<file path="src/hw/rtl/clr_pkg.sv">
// ----------------------------------------------------------------------------
// clr_pkg
// Shared types and constants for the clipped line rasterizer.
// ----------------------------------------------------------------------------
package clr_pkg;

  localparam int COORD_BITS = 16;
  localparam int SPAN_W     = COORD_BITS + 1;
  localparam int ERR_W      = COORD_BITS + 2;

  typedef logic signed [COORD_BITS-1:0] coord_t;
  typedef logic        [SPAN_W-1:0]     span_t;
  typedef logic signed [ERR_W-1:0]      err_t;

  // Item kinds
  localparam logic KIND_START = 1'b0;
  localparam logic KIND_TICK  = 1'b1;

  // Configuration register indexes
  typedef enum logic [2:0] {
    REG_SCREEN_WIDTH  = 3'd0,
    REG_SCREEN_HEIGHT = 3'd1,
    REG_GAIN_RED      = 3'd2,
    REG_GAIN_GREEN    = 3'd3,
    REG_GAIN_BLUE     = 3'd4
  } cfg_sel_t;

  localparam logic [7:0]  GAIN_FULL     = 8'd255;
  localparam logic [15:0] MASK_SIX_BIT  = 16'b0000000000111111;
  localparam logic [15:0] MASK_FIVE_BIT = 16'b0000000000011111;

  typedef struct packed {
    logic [7:0] screen_width;
    logic [7:0] screen_height;
    logic [7:0] gain_red;
    logic [7:0] gain_green;
    logic [7:0] gain_blue;
  } cfg_t;

  typedef struct packed {
    coord_t cur_x;
    coord_t cur_y;
    coord_t target_x;
    coord_t target_y;
    span_t  span_x;
    span_t  span_y;
    logic   step_x_negative;
    logic   step_y_negative;
    err_t   error_term;
  } line_t;

  typedef struct packed {
    logic        point_active;
    logic        write_enable;
    logic [15:0] pixel_address;
    logic [15:0] pixel_color;
    logic        line_done;
  } result_t;

endpackage

</file>
<file path="src/hw/rtl/clipped_line_rasterizer.sv">
// ----------------------------------------------------------------------------
// clipped_line_rasterizer
// Bresenham line engine with screen clipping and brightness scaling.
// ----------------------------------------------------------------------------
// Usage:
//   Input channel (in_valid / in_stall): kind = start loads endpoints and
//   color and yields the first point; kind = tick yields the next point.
//   Every transaction gives exactly one result transaction.
//   Output channel (out_valid / out_stall): one result per point with
//   write enable, framebuffer address, scaled color and a last-point flag.
//   A tick with no line running yields an all-zero result.
//   Config channel (cfg_valid / cfg_ready): index 0..4 selects screen width,
//   screen height, red, green, blue gain. Always ready; write only when idle.
// Timing:
//   An input transaction loads the input register; when the held item is
//   processed, the combinational point step loads the result register.
//   Throughput is one item per cycle while out_stall does not hold a full
//   result register.
// Reset: rst (synchronous) empties both registers, drops any running line and
//   restores the register defaults (160 x 128, gains 255).
// Stall: while out_stall holds a full result register, the input register
//   holds its item and in_stall rises, so no transaction is lost.
// ----------------------------------------------------------------------------
module clipped_line_rasterizer import clr_pkg::*; (
  input  logic               clk,
  input  logic               rst,
  // item input
  input  logic               in_valid,
  output logic               in_stall,
  input  logic               kind,
  input  logic signed [15:0] start_x,
  input  logic signed [15:0] start_y,
  input  logic signed [15:0] end_x,
  input  logic signed [15:0] end_y,
  input  logic        [15:0] line_color,
  // result output
  output logic               out_valid,
  input  logic               out_stall,
  output logic               point_active,
  output logic               write_enable,
  output logic        [15:0] pixel_address,
  output logic        [15:0] pixel_color,
  output logic               line_done,
  // configuration writes
  input  logic               cfg_valid,
  output logic               cfg_ready,
  input  logic        [2:0]  cfg_index,
  input  logic        [7:0]  cfg_data
);

  cfg_t cfg;

  // Input register
  logic               item_valid;
  logic               item_kind;
  logic signed [15:0] item_start_x, item_start_y, item_end_x, item_end_y;
  logic        [15:0] item_color;

  // Line state
  line_t       line;
  logic        busy;
  logic [15:0] scaled_color;

  // Point logic
  line_t       line_init, line_cur, line_next;
  logic [15:0] color_init, color_cur;
  result_t     res_step, res_next;
  logic        done;
  logic        is_start;
  logic        active;
  logic        fire;

  clr_cfg u_cfg (
    .clk       (clk),
    .rst       (rst),
    .cfg_valid (cfg_valid),
    .cfg_ready (cfg_ready),
    .cfg_index (cfg_index),
    .cfg_data  (cfg_data),
    .cfg       (cfg)
  );

  clr_setup u_setup (
    .start_x   (item_start_x),
    .start_y   (item_start_y),
    .end_x     (item_end_x),
    .end_y     (item_end_y),
    .line_init (line_init)
  );

  clr_shade u_shade (
    .color_in  (item_color),
    .cfg       (cfg),
    .color_out (color_init)
  );

  clr_advance u_advance (
    .line_cur  (line_cur),
    .cfg       (cfg),
    .color     (color_cur),
    .res       (res_step),
    .line_next (line_next),
    .done      (done)
  );

  // Process the held item whenever the result register is free or draining.
  assign fire     = item_valid && (!out_valid || !out_stall);
  assign in_stall = item_valid && !fire;

  // A start replaces any running line; a tick uses the stored state.
  always_comb begin
    is_start  = (item_kind == KIND_START);
    active    = is_start || busy;
    line_cur  = is_start ? line_init : line;
    color_cur = is_start ? color_init : scaled_color;
    res_next  = active ? res_step : '0;
  end

  // Capture a new item; hold it while stalled.
  always_ff @(posedge clk) begin
    if (rst) begin
      item_valid <= 1'b0;
    end else if (!in_stall) begin
      item_valid <= in_valid;
    end
  end

  always_ff @(posedge clk) begin
    if (in_valid && !in_stall) begin
      item_kind    <= kind;
      item_start_x <= start_x;
      item_start_y <= start_y;
      item_end_x   <= end_x;
      item_end_y   <= end_y;
      item_color   <= line_color;
    end
  end

  // Advance the line; on the end point hold the position and go idle.
  always_ff @(posedge clk) begin
    if (rst) begin
      busy <= 1'b0;
    end else if (fire && active) begin
      busy <= !done;
    end
  end

  always_ff @(posedge clk) begin
    if (fire && active) begin
      line         <= done ? line_cur : line_next;
      scaled_color <= color_cur;
    end
  end

  // Result register
  always_ff @(posedge clk) begin
    if (rst) begin
      out_valid <= 1'b0;
    end else if (fire) begin
      out_valid <= 1'b1;
    end else if (!out_stall) begin
      out_valid <= 1'b0;
    end
  end

  always_ff @(posedge clk) begin
    if (fire) begin
      point_active  <= res_next.point_active;
      write_enable  <= res_next.write_enable;
      pixel_address <= res_next.pixel_address;
      pixel_color   <= res_next.pixel_color;
      line_done     <= res_next.line_done;
    end
  end

endmodule

</file>
<file path="src/hw/rtl/clr_cfg.sv">
// ----------------------------------------------------------------------------
// clr_cfg
// Configuration register file: screen size and brightness gains.
// ----------------------------------------------------------------------------
module clr_cfg import clr_pkg::*; (
  input  logic       clk,
  input  logic       rst,
  input  logic       cfg_valid,
  output logic       cfg_ready,
  input  logic [2:0] cfg_index,
  input  logic [7:0] cfg_data,
  output cfg_t       cfg
);

  assign cfg_ready = 1'b1;

  always_ff @(posedge clk) begin
    if (rst) begin
      cfg.screen_width  <= 8'd160;
      cfg.screen_height <= 8'd128;
      cfg.gain_red      <= GAIN_FULL;
      cfg.gain_green    <= GAIN_FULL;
      cfg.gain_blue     <= GAIN_FULL;
    end else if (cfg_valid) begin
      unique case (cfg_sel_t'(cfg_index))
        REG_SCREEN_WIDTH:  cfg.screen_width  <= cfg_data;
        REG_SCREEN_HEIGHT: cfg.screen_height <= cfg_data;
        REG_GAIN_RED:      cfg.gain_red      <= cfg_data;
        REG_GAIN_GREEN:    cfg.gain_green    <= cfg_data;
        REG_GAIN_BLUE:     cfg.gain_blue     <= cfg_data;
        default: ;  // drop writes beyond the register list
      endcase
    end
  end

endmodule

</file>
<file path="src/hw/rtl/clr_shade.sv">
// ----------------------------------------------------------------------------
// clr_shade
// Per-channel brightness scaling of an RGB565 color.
// ----------------------------------------------------------------------------
module clr_shade import clr_pkg::*; (
  input  logic [15:0] color_in,
  input  cfg_t        cfg,
  output logic [15:0] color_out
);

  logic [4:0]  red;
  logic [5:0]  green;
  logic [4:0]  blue;
  logic [12:0] red_prod;
  logic [13:0] green_prod;
  logic [12:0] blue_prod;
  logic        all_full;

  always_comb begin
    red        = 5'((color_in >> 11) & MASK_FIVE_BIT);
    green      = 6'((color_in >> 5) & MASK_SIX_BIT);
    blue       = 5'(color_in & MASK_FIVE_BIT);
    red_prod   = red * cfg.gain_red;
    green_prod = green * cfg.gain_green;
    blue_prod  = blue * cfg.gain_blue;
    all_full   = (cfg.gain_red == GAIN_FULL) && (cfg.gain_green == GAIN_FULL) &&
                 (cfg.gain_blue == GAIN_FULL);
    if (all_full) begin
      color_out = color_in;
    end else begin
      color_out = {red_prod[12:8], green_prod[13:8], blue_prod[12:8]};
    end
  end

endmodule

</file>
<file path="src/hw/rtl/clr_setup.sv">
// ----------------------------------------------------------------------------
// clr_setup
// Builds the initial line state from two endpoints.
// ----------------------------------------------------------------------------
module clr_setup import clr_pkg::*; (
  input  logic signed [15:0] start_x,
  input  logic signed [15:0] start_y,
  input  logic signed [15:0] end_x,
  input  logic signed [15:0] end_y,
  output line_t              line_init
);

  // Keep the low COORD_BITS of the sign-extended field.
  function automatic coord_t to_coord(input logic signed [15:0] f);
    logic [COORD_BITS+15:0] ext;
    ext = {{COORD_BITS{f[15]}}, f};
    return coord_t'(ext[COORD_BITS-1:0]);
  endfunction

  coord_t                   x1, y1, x2, y2;
  logic signed [SPAN_W-1:0] dx, dy;
  span_t                    sx, sy;

  always_comb begin
    x1 = to_coord(start_x);
    y1 = to_coord(start_y);
    x2 = to_coord(end_x);
    y2 = to_coord(end_y);
    dx = $signed({x2[COORD_BITS-1], x2}) - $signed({x1[COORD_BITS-1], x1});
    dy = $signed({y2[COORD_BITS-1], y2}) - $signed({y1[COORD_BITS-1], y1});
    sx = dx[SPAN_W-1] ? span_t'(-dx) : span_t'(dx);
    sy = dy[SPAN_W-1] ? span_t'(-dy) : span_t'(dy);

    line_init.cur_x           = x1;
    line_init.cur_y           = y1;
    line_init.target_x        = x2;
    line_init.target_y        = y2;
    line_init.span_x          = sx;
    line_init.span_y          = sy;
    line_init.step_x_negative = dx[SPAN_W-1] || (dx == '0);
    line_init.step_y_negative = dy[SPAN_W-1] || (dy == '0);
    // Halve with truncation toward zero: shift the magnitude, then negate.
    if (sx > sy) begin
      line_init.error_term = err_t'({2'b00, sx[SPAN_W-1:1]});
    end else begin
      line_init.error_term = -err_t'({2'b00, sy[SPAN_W-1:1]});
    end
  end

endmodule

</file>
<file path="src/hw/rtl/clr_advance.sv">
// ----------------------------------------------------------------------------
// clr_advance
// Emits the current point (clip, address, color) and the next line state.
// ----------------------------------------------------------------------------
module clr_advance import clr_pkg::*; (
  input  line_t       line_cur,
  input  cfg_t        cfg,
  input  logic [15:0] color,
  output result_t     res,
  output line_t       line_next,
  output logic        done
);

  logic                   on_screen;
  logic [15:0]            row_base;
  logic signed [ERR_W:0]  e_w, sx_w, sy_w, e_n;
  logic                   move_x, move_y;
  coord_t                 inc_x, inc_y;

  always_comb begin
    done   = (line_cur.cur_x == line_cur.target_x) &&
             (line_cur.cur_y == line_cur.target_y);
    on_screen = (line_cur.cur_x[COORD_BITS-1:8] == '0) &&
                (line_cur.cur_x[7:0] < cfg.screen_width) &&
                (line_cur.cur_y[COORD_BITS-1:8] == '0) &&
                (line_cur.cur_y[7:0] < cfg.screen_height);
    row_base = line_cur.cur_y[7:0] * cfg.screen_width;

    res.point_active  = 1'b1;
    res.write_enable  = on_screen;
    res.pixel_address = on_screen ? row_base + {8'd0, line_cur.cur_x[7:0]} : 16'd0;
    res.pixel_color   = on_screen ? color : 16'd0;
    res.line_done     = done;

    // Bresenham step
    e_w    = {line_cur.error_term[ERR_W-1], line_cur.error_term};
    sx_w   = $signed({2'b00, line_cur.span_x});
    sy_w   = $signed({2'b00, line_cur.span_y});
    move_x = e_w > -sx_w;
    move_y = e_w < sy_w;
    e_n    = e_w - (move_x ? sy_w : '0) + (move_y ? sx_w : '0);
    inc_x  = line_cur.step_x_negative ? '1 : coord_t'(1);
    inc_y  = line_cur.step_y_negative ? '1 : coord_t'(1);

    line_next            = line_cur;
    line_next.error_term = e_n[ERR_W-1:0];
    if (move_x) begin
      line_next.cur_x = line_cur.cur_x + inc_x;
    end
    if (move_y) begin
      line_next.cur_y = line_cur.cur_y + inc_y;
    end
  end

endmodule
</file>
<file path="config.mk">
export PLATFORM = sky130hd
export DESIGN_NAME = clipped_line_rasterizer
export DESIGN_NICKNAME = d
export VERILOG_FILES = /design/src/hw/rtl/clr_pkg.sv /design/src/hw/rtl/clipped_line_rasterizer.sv /design/src/hw/rtl/clr_cfg.sv /design/src/hw/rtl/clr_shade.sv /design/src/hw/rtl/clr_setup.sv /design/src/hw/rtl/clr_advance.sv
export SDC_FILE = /design/constraint.sdc
export NUM_CORES = 1
export LEC_CHECK = 0
export BUFFER_PORTS_ARGS = -buffer_cell sky130_fd_sc_hd__buf_2
export CAP_MARGIN = 10
export CORE_AREA = 2 2 255 257
export DETAILED_ROUTE_END_ITERATION = 8
export DIE_AREA = 0 0 257 259
export PLACE_DENSITY_LB_ADDON = 0.12
export SYNTH_ARGS = -nofsm -noshare
export SYNTH_HDL_FRONTEND = slang
export SYNTH_SLANG_ARGS = --single-unit
export TNS_END_PERCENT = 30
</file>
<file path="constraint.sdc">
create_clock -name clk -period 17.23 [get_ports clk]
set_input_delay 1.723 -clock clk [delete_from_list [all_inputs] [get_ports clk]]
set_output_delay 1.723 -clock clk [all_outputs]
set_load 0.1 [all_outputs]
</file>
==> impl_metrics.ini <==
[placement]
numPortBuffers = 133
hpwl_um = 53700
gp_congestion = 0.891
pre_cts_slack_ns = 4.39

[synthesis]
synth_ff_type = edfxtp_1
syn_nets = 3100
ys_ff_latch = 293
netlist_instances = 2646
synthTopCellsByCount = 330 x inv_1, 316 x nand2_1, 250 x edfxtp_1, 234 x ha_1, 136 x nor2_1
synth.most_common_cell = inv_1
async_flop_share = 0
synth_top_area_frac = 0.297
yosys_warnings = 0
synth.cell_area_um2 = 25300
synth_area_leader_cell = edfxtp_1
synth_edf_count = 250
syn_area_per_cell_um2 = 9.55
synthDistinctLibCells = 98
synthTopCellsByArea = edfxtp_1 30%, ha_1 12%, fa_1 9.7%
yosysSeqAreaShare = 0.331

[sta]
finClkSkew_ns = 0.0340
setup_tns_ns = 0
grt_setup_unrepaired = false
fmax_mhz = 77.2
max_slew.worst_pin.slew_ns = 1.01
slew_violations = 0
finalSetupViolations = 0
fin_ws_ns = 4.28
hold_viol_final = 0
min_period_over_period = 0.752
slew-limit-headroom = 0.329
min_period_ns = 12.95

[flow_run]
cap_viol_max_count = 0

[layout]
seqCellArea_um2 = 8370
diodes = 0
drive_above_1_share = 0.107
area_delta_synth_final_pct = 10.9
num-fill-cells = 6177
multi_input_comb_area_um2 = 15300
final_core_util = 0.439
nets = 3209

[routing]
wire_per_inst_um = 19.1
ant_nets = 0
wl_um = 69400
first_pass_iters = 5
drt_iter0_markers = 1091
detail_route.vias_per_cell = 5.29
route.detailed.drc = 0
vias = 19200

[grt]
antenna_found_initial = 0
grt_pass1_wl_um = 109000
gr-total-overflow = 0
grt.total_usage = 0.208
grt_pass1_vias = 19600
grt_max_degree = 89

[pwr]
leakage_nw = 12.4
ir_worst_vdd_uv = 118
power_density_nw_per_um2 = 151

[clocking]
cts_buffers = 37
clk_path_buf_depth = 3
path_clk_slew_ns = 0.06
cts_sinks = 293
holdBufCountCts = 0
cts_tree = done
clk_latency_ns = 0.57
h-tree-depth = 2
post-cts-setup-buffers = 0
root_buffer = clkbuf_16
cts_resized = 0

[status]
status = complete, no violations

[floorplanning]
rows = 93
die_h_um = 259
ios = 135
initial_core_util = 0.396
dieArea_um2 = 66600
die_x_um = 257
coreArea_um2 = 63900

[worst_setup_path]
crit_type = reg2reg
slowest_stage = xor2_2
cp-start-kind = flip-flop
rr_endpoint = line[17]$_DFFE_PP_
r2r_cells = 51
r2r_start = item_start_y[0]$_DFFE_PP_
crit_required_ns = 17.52
max_stage_delay_ns = 0.70
cp_max_fo = 17
crit_arrival_ns = 13.25
reg2reg_slack_ns = 4.28
crit_path_end_kind = flip-flop

[hold_path]
hp-class = reg2reg
hold_start = u_cfg.cfg[27]$_SDFFE_PP0P_
worst_hold_path.num_cells = 2
min_to = u_cfg.cfg[27]$_SDFFE_PP0P_
[registers in the layout, indices dropped and copies added (netlist names), 16 cells and up]
register,flops
line,118
item_start_y,16
pixel_color,16
item_end_y,16
item_end_x,16
u_cfg.cfg,40
item_color,16
pixel_address,16
item_start_x,16
scaled_color,16
[area by class of cell]
type                    count  share of cell area
inverters                 331              0.0443
clock inverters            17             0.00616
multi-input cells        1934               0.546
flip-flops and latches    293               0.298
repair buffers            158              0.0309
clock buffers              49              0.0357
well taps                 855              0.0381
[cell usage in the layout, fill, tap and decap left out, types with 50 or more instances in the layout]
cell type  instances
edfxtp_1         250
mux2_2            50
nor2_1           135
mux2i_1           69
a21oi_1          135
fa_1             123
inv_1            328
buf_2            133
and2_1            88
o21ai_0          103
nand2_1          316
xor2_1            51
xnor2_1          114
nor3_1            54
ha_1             234
[power by group]
part | switching, W | internal, W
sequential | 0.0000343 | 0.000930
combinational | 0.00146 | 0.00104
clock | 0.000321 | 0.000443
total | 0.00182 | 0.00242
[metal layers]
| layer | GRT usage | vias up | wire, um |
|---|---|---|---|
| met1 | 0.277 | 9434 | 31900 |
| met4 | 0.0619 | 0 | 1860 |
| met5 | 0 | - | 0 |
| li1 | - | 9369 | - |
| met2 | 0.357 | 359 | 33300 |
| met3 | 0.0239 | 84 | 2390 |
[logic make-up (layout without fill, tap and decap cells)]
family,after synthesis,count (layout),share of synthesized area
flip-flops,293,293,0.331
multiplexers,123,123,0.0518
XOR/XNOR,168,168,0.0591
adder cells (fa/ha/maj),358,358,0.214
other,1,1,0.000148
AND/OR/NAND/NOR,808,808,0.156
buffers and inverters,419,555,0.0638
AO/OA/AOI/OAI,476,476,0.125
[stage by stage]
stage,hold WS (ns),total power [W],cell area (um^2),cells
after floorplan,0.436,0.00291,25300,2646
after global placement,0.443,0.00345,26900,3571
after detailed placement,0.450,0.00349,26900,3571
after CTS,0.458,0.00427,28000,3637
after global routing,0.473,0.00462,28000,3637
final,0.453,0.00423,28000,3637
[worst max path at each step]
stage,start,endpoint,cells after the start
floorplan,item_end_x[3]$_DFFE_PP_,line[17]$_DFFE_PP_,52
global placement,item_start_y[0]$_DFFE_PP_,line[17]$_DFFE_PP_,51
detailed placement,item_start_y[0]$_DFFE_PP_,line[17]$_DFFE_PP_,51
CTS,item_start_y[0]$_DFFE_PP_,line[17]$_DFFE_PP_,51
global route,item_start_y[0]$_DFFE_PP_,line[17]$_DFFE_PP_,50
finish,item_start_y[0]$_DFFE_PP_,line[17]$_DFFE_PP_,51
[critical path: cells and delay by family, from the launching register on]
| kind | cells | cell delay [ns] |
|---|---|---|
| AO/OA/AOI/OAI | 23 | 4.68 |
| XOR/XNOR | 4 | 1.48 |
| adder cells (fa/ha/maj) | 6 | 2.23 |
| buffers and inverters | 2 | 0.24 |
| flip-flops | 1 | 0.39 |
| multiplexers | 3 | 0.69 |
| AND/OR/NAND/NOR | 13 | 2.92 |
Note: power is estimated with default switching activity, not from simulation.
